File: src/design/assert_macros.svh
// Assertion macros used by the top-k selector design.
`ifndef ASSERT_MACROS_SVH
`define ASSERT_MACROS_SVH

`ifndef ASSERT_OFF

// Check an implication property on every clock edge outside of reset.
`define TKS_ASSERT(label, clk, rst_n, prop, msg) \
  label: assert property (@(posedge clk) disable iff (!rst_n) (prop)) else $error(msg);

// Check that a condition never holds outside of reset.
`define TKS_NEVER(label, clk, rst_n, cond, msg) \
  label: assert property (@(posedge clk) disable iff (!rst_n) !(cond)) else $error(msg);

`else

`define TKS_ASSERT(label, clk, rst_n, prop, msg)
`define TKS_NEVER(label, clk, rst_n, cond, msg)

`endif

`endif

File: src/design/tks_pkg.sv
// Types, constants and the ranking function of the top-k selector.
`timescale 1ns / 1ps

package tks_pkg;

  localparam int SCORE_W = 32;
  localparam int ID_W    = 32;
  localparam int CAP_W   = 5;
  localparam int CFG_IDX_W  = 2;
  localparam int CFG_DATA_W = 32;

  // Configuration register indexes
  localparam logic [CFG_IDX_W-1:0] REG_CAPACITY      = 2'd0;
  localparam logic [CFG_IDX_W-1:0] REG_PREFER_HIGHER = 2'd1;

  // Request operations
  localparam logic OP_CONSIDER = 1'b0;
  localparam logic OP_FINISH   = 1'b1;

  localparam logic [CAP_W-1:0] CAPACITY_RESET = 5'd16;

  // One kept candidate
  typedef struct packed {
    logic                      valid;
    logic signed [SCORE_W-1:0] score;
    logic [ID_W-1:0]           id;
  } entry_t;

  localparam entry_t ENTRY_EMPTY = '{valid: 1'b0, score: '0, id: '0};

  // Per-cell control from the sequencer
  typedef struct packed {
    logic load_en;   // cell may take part in an insertion this cycle
    logic shift;     // cell takes its right neighbor's entry
  } cell_ctl_t;

  // True when (sa, ia) ranks strictly above (sb, ib)
  function automatic logic cand_better(logic signed [SCORE_W-1:0] sa, logic [ID_W-1:0] ia,
                                       logic signed [SCORE_W-1:0] sb, logic [ID_W-1:0] ib,
                                       logic prefer_higher);
    logic res;
    if (sa == sb) begin
      res = (ia < ib);
    end else if (prefer_higher) begin
      res = (sa > sb);
    end else begin
      res = (sa < sb);
    end
    return res;
  endfunction

endpackage

File: src/design/tks_if.sv
// Valid/ready channel interfaces for requests, results and configuration.
`timescale 1ns / 1ps

interface tks_in_if;
  logic                               valid;
  logic                               ready;
  logic                               operation;
  logic signed [tks_pkg::SCORE_W-1:0] cand_score;
  logic [tks_pkg::ID_W-1:0]           cand_id;

  modport source (output valid, operation, cand_score, cand_id, input ready);
  modport sink   (input valid, operation, cand_score, cand_id, output ready);
endinterface

interface tks_out_if;
  logic                               valid;
  logic                               ready;
  logic signed [tks_pkg::SCORE_W-1:0] out_score;
  logic [tks_pkg::ID_W-1:0]           out_id;
  logic                               last;

  modport source (output valid, out_score, out_id, last, input ready);
  modport sink   (input valid, out_score, out_id, last, output ready);
endinterface

interface tks_cfg_if;
  logic                              valid;
  logic                              ready;
  logic [tks_pkg::CFG_IDX_W-1:0]     index;
  logic [tks_pkg::CFG_DATA_W-1:0]    data;

  modport source (output valid, index, data, input ready);
  modport sink   (input valid, index, data, output ready);
endinterface

File: src/design/top_k_selector.sv
// Consider request: inserted into the chain when accepted; a new one may follow every cycle while no finish drains.
// Finish request: N kept entries leave best first, one per cycle while the result channel takes them;
// the first passes the drain state and then the output register; requests are held off while the chain shifts out.
// Finish on an empty store gives no result.
// Reset (rst_n low, synchronous): store empty, capacity 16, lower score better.
`timescale 1ns / 1ps

`include "assert_macros.svh"

module top_k_selector #(
  parameter int MAX_K = 16
) (
  input  logic      clk,
  input  logic      rst_n,
  tks_in_if.sink    in_bus,
  tks_out_if.source out_bus,
  tks_cfg_if.sink   cfg_bus
);
  import tks_pkg::*;

  localparam int CW = $clog2(MAX_K + 1);
  localparam int LW = (CW + 1 > CAP_W + 1) ? CW + 1 : CAP_W + 1;

  localparam logic ST_IDLE  = 1'b0;
  localparam logic ST_DRAIN = 1'b1;

  logic                      state_r, state_nxt;
  logic [CW-1:0]             count_r, count_nxt;
  logic [CAP_W-1:0]          capacity_r;
  logic                      prefer_higher_r;
  logic                      out_valid_r;
  logic signed [SCORE_W-1:0] out_score_r;
  logic [ID_W-1:0]           out_id_r;
  logic                      out_last_r;

  logic          in_acc;
  logic          consider_acc;
  logic          finish_acc;
  logic          out_load;
  logic [LW-1:0] cap_ext;
  logic [LW-1:0] cap_eff;
  logic [LW-1:0] count_ext;
  logic [LW-1:0] lim;
  logic          full;
  logic          cap_zero;

  entry_t          ents  [MAX_K];
  logic            ins_v [MAX_K];
  cell_ctl_t       ctls  [MAX_K];
  logic [MAX_K-1:0] valid_vec;

  // Request handshake
  assign in_bus.ready  = (state_r == ST_IDLE);
  assign in_acc        = in_bus.valid && in_bus.ready;
  assign consider_acc  = in_acc && (in_bus.operation == OP_CONSIDER);
  assign finish_acc    = in_acc && (in_bus.operation == OP_FINISH);
  assign cfg_bus.ready = 1'b1;

  // Effective capacity and fill limit
  assign cap_ext   = LW'(capacity_r);
  assign cap_eff   = (cap_ext > LW'(MAX_K)) ? LW'(MAX_K) : cap_ext;
  assign cap_zero  = (cap_eff == '0);
  assign count_ext = LW'(count_r);
  assign full      = (count_ext >= cap_eff);
  assign lim       = full ? count_ext : count_ext + LW'(1);

  // Drain one entry per cycle into the output register, while the result channel can take it
  assign out_load = (state_r == ST_DRAIN) && (!out_valid_r || out_bus.ready);

  // Build the chain
  for (genvar i = 0; i < MAX_K; i++) begin : g_cell
    assign ctls[i].load_en = consider_acc && !cap_zero && (LW'(i) < lim);
    assign ctls[i].shift   = out_load;
    assign valid_vec[i]    = ents[i].valid;

    tks_cell u_cell (
      .clk           (clk),
      .rst_n         (rst_n),
      .prefer_higher (prefer_higher_r),
      .ctl           (ctls[i]),
      .cand_score    (in_bus.cand_score),
      .cand_id       (in_bus.cand_id),
      .prev_ent      ((i == 0) ? ENTRY_EMPTY : ents[(i == 0) ? 0 : i - 1]),
      .prev_ins      ((i == 0) ? 1'b0 : ins_v[(i == 0) ? 0 : i - 1]),
      .next_ent      ((i == MAX_K - 1) ? ENTRY_EMPTY : ents[(i == MAX_K - 1) ? i : i + 1]),
      .ent           (ents[i]),
      .ins           (ins_v[i])
    );
  end

  // Sequencer: count and drain state
  always_comb begin
    state_nxt = state_r;
    count_nxt = count_r;
    case (state_r)
      ST_IDLE: begin
        if (consider_acc && !cap_zero && !full) begin
          count_nxt = count_r + CW'(1);
        end
        if (finish_acc && (count_r != '0)) begin
          state_nxt = ST_DRAIN;
        end
      end
      ST_DRAIN: begin
        if (out_load) begin
          count_nxt = count_r - CW'(1);
          if (count_r == CW'(1)) begin
            state_nxt = ST_IDLE;
          end
        end
      end
      default: begin
        state_nxt = ST_IDLE;
      end
    endcase
  end

  // Control registers
  always_ff @(posedge clk) begin
    if (!rst_n) begin
      state_r         <= ST_IDLE;
      count_r         <= '0;
      capacity_r      <= CAPACITY_RESET;
      prefer_higher_r <= 1'b0;
      out_valid_r     <= 1'b0;
    end else begin
      state_r <= state_nxt;
      count_r <= count_nxt;
      if (out_load) begin
        out_valid_r <= 1'b1;
      end else if (out_bus.ready) begin
        out_valid_r <= 1'b0;
      end
      if (cfg_bus.valid) begin
        case (cfg_bus.index)
          REG_CAPACITY:      capacity_r      <= cfg_bus.data[CAP_W-1:0];
          REG_PREFER_HIGHER: prefer_higher_r <= cfg_bus.data[0];
          default: begin
          end
        endcase
      end
    end
  end

  // Result payload
  always_ff @(posedge clk) begin
    if (out_load) begin
      out_score_r <= ents[0].score;
      out_id_r    <= ents[0].id;
      out_last_r  <= (count_r == CW'(1));
    end
  end

  assign out_bus.valid     = out_valid_r;
  assign out_bus.out_score = out_score_r;
  assign out_bus.out_id    = out_id_r;
  assign out_bus.last      = out_last_r;

  // Checks
  `TKS_ASSERT(a_count_range, clk, rst_n, LW'(count_r) <= LW'(MAX_K), "count above MAX_K")
  `TKS_ASSERT(a_count_valid, clk, rst_n, $countones(valid_vec) == int'(count_r), "valid bits disagree with count")
  `TKS_ASSERT(a_drain_nonempty, clk, rst_n, (state_r == ST_DRAIN) |-> (count_r != '0), "draining an empty store")
  `TKS_NEVER(a_head_valid, clk, rst_n, out_load && !ents[0].valid, "draining an invalid head entry")

endmodule

File: src/design/tks_cell.sv
// One slot of the sorted chain: holds an entry, and each cycle inserts, shifts or keeps it.
`timescale 1ns / 1ps

module tks_cell (
  input  logic                               clk,
  input  logic                               rst_n,
  input  logic                               prefer_higher,
  input  tks_pkg::cell_ctl_t                 ctl,
  input  logic signed [tks_pkg::SCORE_W-1:0] cand_score,
  input  logic [tks_pkg::ID_W-1:0]           cand_id,
  input  tks_pkg::entry_t                    prev_ent,
  input  logic                               prev_ins,
  input  tks_pkg::entry_t                    next_ent,
  output tks_pkg::entry_t                    ent,
  output logic                               ins
);
  import tks_pkg::*;

  entry_t ent_r;
  entry_t ent_nxt;

  // Candidate belongs at or above this slot
  assign ins = !ent_r.valid ||
               cand_better(cand_score, cand_id, ent_r.score, ent_r.id, prefer_higher);
  assign ent = ent_r;

  // Pick shift, insertion (take candidate or push down the left neighbor), or hold
  always_comb begin
    ent_nxt = ent_r;
    if (ctl.shift) begin
      ent_nxt = next_ent;
    end else if (ctl.load_en && ins) begin
      if (prev_ins) begin
        ent_nxt = prev_ent;
      end else begin
        ent_nxt.valid = 1'b1;
        ent_nxt.score = cand_score;
        ent_nxt.id    = cand_id;
      end
    end
  end

  // Reset the valid bit only; payload needs no reset
  always_ff @(posedge clk) begin
    if (!rst_n) begin
      ent_r.valid <= 1'b0;
    end else begin
      ent_r.valid <= ent_nxt.valid;
    end
    ent_r.score <= ent_nxt.score;
    ent_r.id    <= ent_nxt.id;
  end

endmodule

File: src/flat_wrapper.sv
// flat-port wrapper written by rule: the top's interface ports become plain ports
module top_k_selector_flat import tks_pkg::*;
#(
  parameter int MAX_K = 16
)
  (clk, rst_n, in_bus_valid, in_bus_operation, in_bus_cand_score, in_bus_cand_id, in_bus_ready, out_bus_valid, out_bus_out_score, out_bus_out_id, out_bus_last, out_bus_ready, cfg_bus_valid, cfg_bus_index, cfg_bus_data, cfg_bus_ready);
  tks_in_if in_bus_i ();
  tks_out_if out_bus_i ();
  tks_cfg_if cfg_bus_i ();
  input  logic clk;
  input  logic rst_n;
  input wire logic [$bits(in_bus_i.valid)-1:0] in_bus_valid;
  input wire logic [$bits(in_bus_i.operation)-1:0] in_bus_operation;
  input wire logic [$bits(in_bus_i.cand_score)-1:0] in_bus_cand_score;
  input wire logic [$bits(in_bus_i.cand_id)-1:0] in_bus_cand_id;
  output wire logic [$bits(in_bus_i.ready)-1:0] in_bus_ready;
  output wire logic [$bits(out_bus_i.valid)-1:0] out_bus_valid;
  output wire logic [$bits(out_bus_i.out_score)-1:0] out_bus_out_score;
  output wire logic [$bits(out_bus_i.out_id)-1:0] out_bus_out_id;
  output wire logic [$bits(out_bus_i.last)-1:0] out_bus_last;
  input wire logic [$bits(out_bus_i.ready)-1:0] out_bus_ready;
  input wire logic [$bits(cfg_bus_i.valid)-1:0] cfg_bus_valid;
  input wire logic [$bits(cfg_bus_i.index)-1:0] cfg_bus_index;
  input wire logic [$bits(cfg_bus_i.data)-1:0] cfg_bus_data;
  output wire logic [$bits(cfg_bus_i.ready)-1:0] cfg_bus_ready;
  assign in_bus_i.valid = in_bus_valid;
  assign in_bus_i.operation = in_bus_operation;
  assign in_bus_i.cand_score = in_bus_cand_score;
  assign in_bus_i.cand_id = in_bus_cand_id;
  assign in_bus_ready = in_bus_i.ready;
  assign out_bus_valid = out_bus_i.valid;
  assign out_bus_out_score = out_bus_i.out_score;
  assign out_bus_out_id = out_bus_i.out_id;
  assign out_bus_last = out_bus_i.last;
  assign out_bus_i.ready = out_bus_ready;
  assign cfg_bus_i.valid = cfg_bus_valid;
  assign cfg_bus_i.index = cfg_bus_index;
  assign cfg_bus_i.data = cfg_bus_data;
  assign cfg_bus_ready = cfg_bus_i.ready;
  top_k_selector #(.MAX_K(MAX_K)) u_core (.clk(clk), .rst_n(rst_n), .in_bus(in_bus_i), .out_bus(out_bus_i), .cfg_bus(cfg_bus_i));
endmodule
File: config.mk
export PLATFORM = sky130hd
export DESIGN_NAME = top_k_selector_flat
export DESIGN_NICKNAME = d
export VERILOG_FILES = /design/src/design/tks_pkg.sv /design/src/design/tks_if.sv /design/src/design/top_k_selector.sv /design/src/design/tks_cell.sv /design/src/flat_wrapper.sv
export VERILOG_INCLUDE_DIRS = /design/src /design/src/design
export SDC_FILE = /design/constraint.sdc
export NUM_CORES = 2
export LEC_CHECK = 0
export BUFFER_PORTS_ARGS = -buffer_cell sky130_fd_sc_hd__buf_2
export CAP_MARGIN = 10
export CORE_MARGIN = 1.5
export CORE_UTILIZATION = 30
export CTS_CLUSTER_SIZE = 40
export DETAILED_ROUTE_END_ITERATION = 12
export PLACE_DENSITY = 0.47
export RECOVER_POWER = 25
export SYNTH_ARGS = -nofsm -noshare
export SYNTH_HDL_FRONTEND = slang
export SYNTH_SLANG_ARGS = --single-unit
File: constraint.sdc
create_clock -name clk -period 16.51 [get_ports clk]
set_input_delay 4.1275 -clock clk [delete_from_list [all_inputs] [get_ports clk]]
set_output_delay 4.1275 -clock clk [all_outputs]
set_load 0.02 [all_outputs]
==> results.txt <==
Fin crit period = 12.50 ns
CP max stage delay = 2.89 ns
Outcome = complete, but fails checks
Setup TNS = 0 ns
Crit-path max FO = 195
Synthesized Nets = 10174
Setup slack after layout = 4.01 ns
Wire length per cell = 28.5 um
Hold bufs inserted after CTS = 0
DRC Markers = 0
Max_cap viols = 22
Vias = 75156
Syn avg cell area = 9.20 sq um
Post-synthesis async set-or-reset flop share = 0%
CTS Buf Count = 148
Final hold viol count = 0
Clock Tree Buf Depth = 3
Layout cells sized above 1 = 7.06%
Fin Clk Skew = 0.0429 ns
CTS tree = built
Placer congestion estimate = 0.935
Iteration-0 DRC Markers = 8768
# setup viols final = 0
Detail Placement HPWL = 246000 um
Hold slack final = 0.469 ns
Worst Setup Start Kind = input port
Port bufs = 143
EDFF count, synth = 1025
Post-CTS Setup Inserts = 0
Pin count of the biggest net entering global routing = 200
CP max stage cell = clkbuf_1
# clock sinks = 1118
WS Path Type = input port to flip-flop
# IOs = 172
Netlist Area Pre-Place = 0.0833 sq mm
Sequential power share = 36.9%
Power per cell area = 116 mW/mm^2
PostCTS Resize Cnt = 0
Antenna violations before repair = 11
Gate power share = 32.6%
Core area = 0.276 sq mm
Vias in the first global route = 73150
DIE WIDTH = 530 um
Switching Fraction = 38.3%
Syn-to-layout area delta = 10.2%
Buf/Inv on CP = 5
Starting Density = 30.1%
Sequential element share of the synthesized area = 39.2%
Layout Nets = 9879
CP top delay family = buffers and inverters
Antenna-violating nets left = 0
Placement row count = 193
Max-slew violation count = 1245
Most used DFF post-synth = edfxtp_1
Synth warnings = 0
1st-pass router iterations = 7
Slew @ Worst Pin = 5.85 ns
Lkg Pwr = 36.1 nW
Failing checks = capacitance limit, slew limit
Htree depth = 4
Synth unique cells = 93
Number of synthesized register bits = 1118
Insertion delay to the later sink of the worst-skew pair = 0.82 ns
Switch Pwr = 4.08 mW
All-layer global routing usage = 24.8%
First-pass GRT wire length = 515000 um
Pre-CTS setup slack = 5.81 ns
Post-synthesis cell count = 9053
RSZ-0062 raised after global routing = false
Setup crit end kind = flip-flop
Clock transition at path regs = 0.06 ns
Crit-path cells = buf_2 -> nand2b_1 -> clkbuf_1 -> nand2_1 -> inv_8 -> buf_12 -> clkbuf_1 -> nor2_1 -> a22oi_1 -> nand3_1
P_int = 6.58 mW
Clock Power Share = 30.4%
Root Buffer = clkbuf_16
Overflow after GRT = 0
Hold Path Class = flip-flop to flip-flop
Die ar. = 0.281 sq mm
Final wirelength = 359000 um
Die height = 530 um
DR vias/cell = 5.97
Maximum vdd drop = 133 uV
Period utilisation layout = 75.7%
Fillers = 28627
Crit-path most repeated cell = clkbuf_1
CP arrival = 13.04 ns
Max Fclk = 80.0 MHz
Worst path required time = 17.05 ns
Slew Limit Headroom = -290%
## worst register-to-register path, cell delays in order (launching register included)
cell and delay [ns]:
dfxtp_1 0.32, nand2b_1 0.07, clkbuf_1 0.52, nand2_1 1.81, inv_8 1.52, buf_12 0.63, clkbuf_1 3.11, nor2_1 0.66
a22oi_1 0.40, nand3_1 0.10
## cell usage in the layout (no fill, tap or decap), types with 93 or more instances in the layout
| cell type | instances |
|---|---|
| nor3_1 | 178 |
| inv_1 | 1026 |
| buf_4 | 138 |
| dfxtp_1 | 93 |
| ha_1 | 1017 |
| edfxtp_1 | 1025 |
| clkbuf_1 | 123 |
| a21o_1 | 123 |
| a22oi_1 | 129 |
| o31ai_1 | 139 |
| nor2_1 | 465 |
| nand4_1 | 227 |
| nand3_1 | 669 |
| a221o_1 | 207 |
| clkbuf_16 | 151 |
| o21ai_0 | 463 |
| o211ai_1 | 487 |
| a211oi_1 | 107 |
| nand2_1 | 595 |
| a21oi_1 | 327 |
| a31oi_1 | 340 |
## flip-flops by register name, indices dropped and copies added, names as in the netlist
| name | cells |
|---|---|
| u_core.out_bus.valid | 1 |
| u_core.out_bus.out_id | 32 |
| u_core.count_r | 5 |
| u_core.capacity_r | 5 |
| u_core.out_bus.out_score | 32 |
| u_core.g_cell.u_cell.ent | 1040 |
| u_core.state_r | 1 |
| u_core.out_bus.last | 1 |
| u_core.prefer_higher_r | 1 |
## layer usage
metal	up-vias	part of all wire, %	global-route usage (%)	wire length, um
met5	-	0.0031	0	11
met3	623	7.1	3.28	25300
met1	37564	43	33.1	153000
met2	3475	44	39.1	160000
met4	2	5.7	12.6	20300
li1	33492	-	-	-
## synthesized netlist by cell type, types with 12 or more instances
cell type     n  area share (%)
and2_1       71            0.53
nand2_1     596             2.7
buf_12       12            0.29
xnor2_1      13            0.14
a221o_1     207             2.5
nor3_1      181             1.1
nand2b_1     17            0.13
nand4_1     227             1.7
nand3_1     670             4.0
and4_1       26            0.27
a211oi_1    107            0.96
a21oi_1     327             2.0
o221ai_1     67            0.70
buf_2        86            0.52
o21ai_0     476             2.9
buf_4        14            0.13
nor2b_1      38            0.29
and3_1       13           0.098
dfxtp_1      93             2.2
a221oi_1     19            0.20
o31ai_1     141             1.3
a31oi_2      60            0.90
clkbuf_1    534             2.4
o211ai_1    487             4.4
edfxtp_1   1025              37
o21ai_1      13           0.078
a2111oi_0    14            0.15
a22oi_1     129             1.2
a31oi_1     340             2.6
or3b_2       62            0.65
a21o_1      123             1.1
a21boi_0     14            0.13
o31a_1       13            0.14
o21a_1       38            0.34
nor3b_1      12            0.11
inv_1      1025             4.6
ha_1       1017              15
nor2_1      465             2.1
buf_1        97            0.44
nor4_1       31            0.23
or3_1        12           0.090
## final timing paths
path	from	to	slack (ns)	depth (start not counted)
max	out_bus_ready	u_core.g_cell[9].u_cell.ent[3]$_DFFE_PP_	4.01	10
min	u_core.g_cell[0].u_cell.ent[18]$_DFFE_PP_	u_core.out_bus.out_id[18]$_DFFE_PP_	0.47	0
max reg2reg	u_core.out_bus.valid$_SDFFE_PN0P_	u_core.g_cell[9].u_cell.ent[3]$_DFFE_PP_	7.11	9
min reg2reg	u_core.g_cell[0].u_cell.ent[18]$_DFFE_PP_	u_core.out_bus.out_id[18]$_DFFE_PP_	0.47	0
## final cells by class
class	count	area [sq um]	area share (%)
Multi-Input combinational cell	6163	44100	48.1
Sequential cell	1118	32600	35.6
Tap cell	3705	4640	5.05
Clock buffer	200	4060	4.43
Inverter	1027	3860	4.21
Timing Repair Buffer	300	1800	1.96
Clock inverter	73	592	0.645
Antenna cell	6	15.0	0.0164
## stage by stage
stage	instance area (sq um)	util [%]	power [mW]	std cells
finish	91800	33.2	10.7	12592
global route	91700	33.2	11.1	12587
floorplan	83300	-	6.09	9053
detailed placement	87300	31.6	7.37	12313
global placement	87300	31.6	7.28	12313
CTS	92000	33.3	10.6	12586
## cells by family (layout without fill, tap and decap cells)
kind of cell | count (synthesis) | in the layout | synth area share (%)
AOI/OAI and AO/OA | 2659 | 2659 | 22.4
and+or+nand+nor | 2452 | 2452 | 14.3
buffers and inverters | 1772 | 1600 | 8.43
DFF | 1118 | 1118 | 39.2
adders and majority gates | 1017 | 1017 | 15.3
xor gates and xnor gates | 22 | 22 | 0.231
muxes | 12 | 12 | 0.147
other | 1 | 7 | 0.00450
## power by group through the flow
stage                     combinational [mW]  sequential [mW]  clock (mW)
final                                   3.48             3.94        3.25
after global routing                    3.76             3.97        3.39
after CTS                               3.40             3.92        3.30
after detailed placement                3.39             3.98           0
after global placement                  3.31             3.98           0
after floorplan                         2.16             3.93           0
Note: power is estimated with default switching activity, not from simulation.
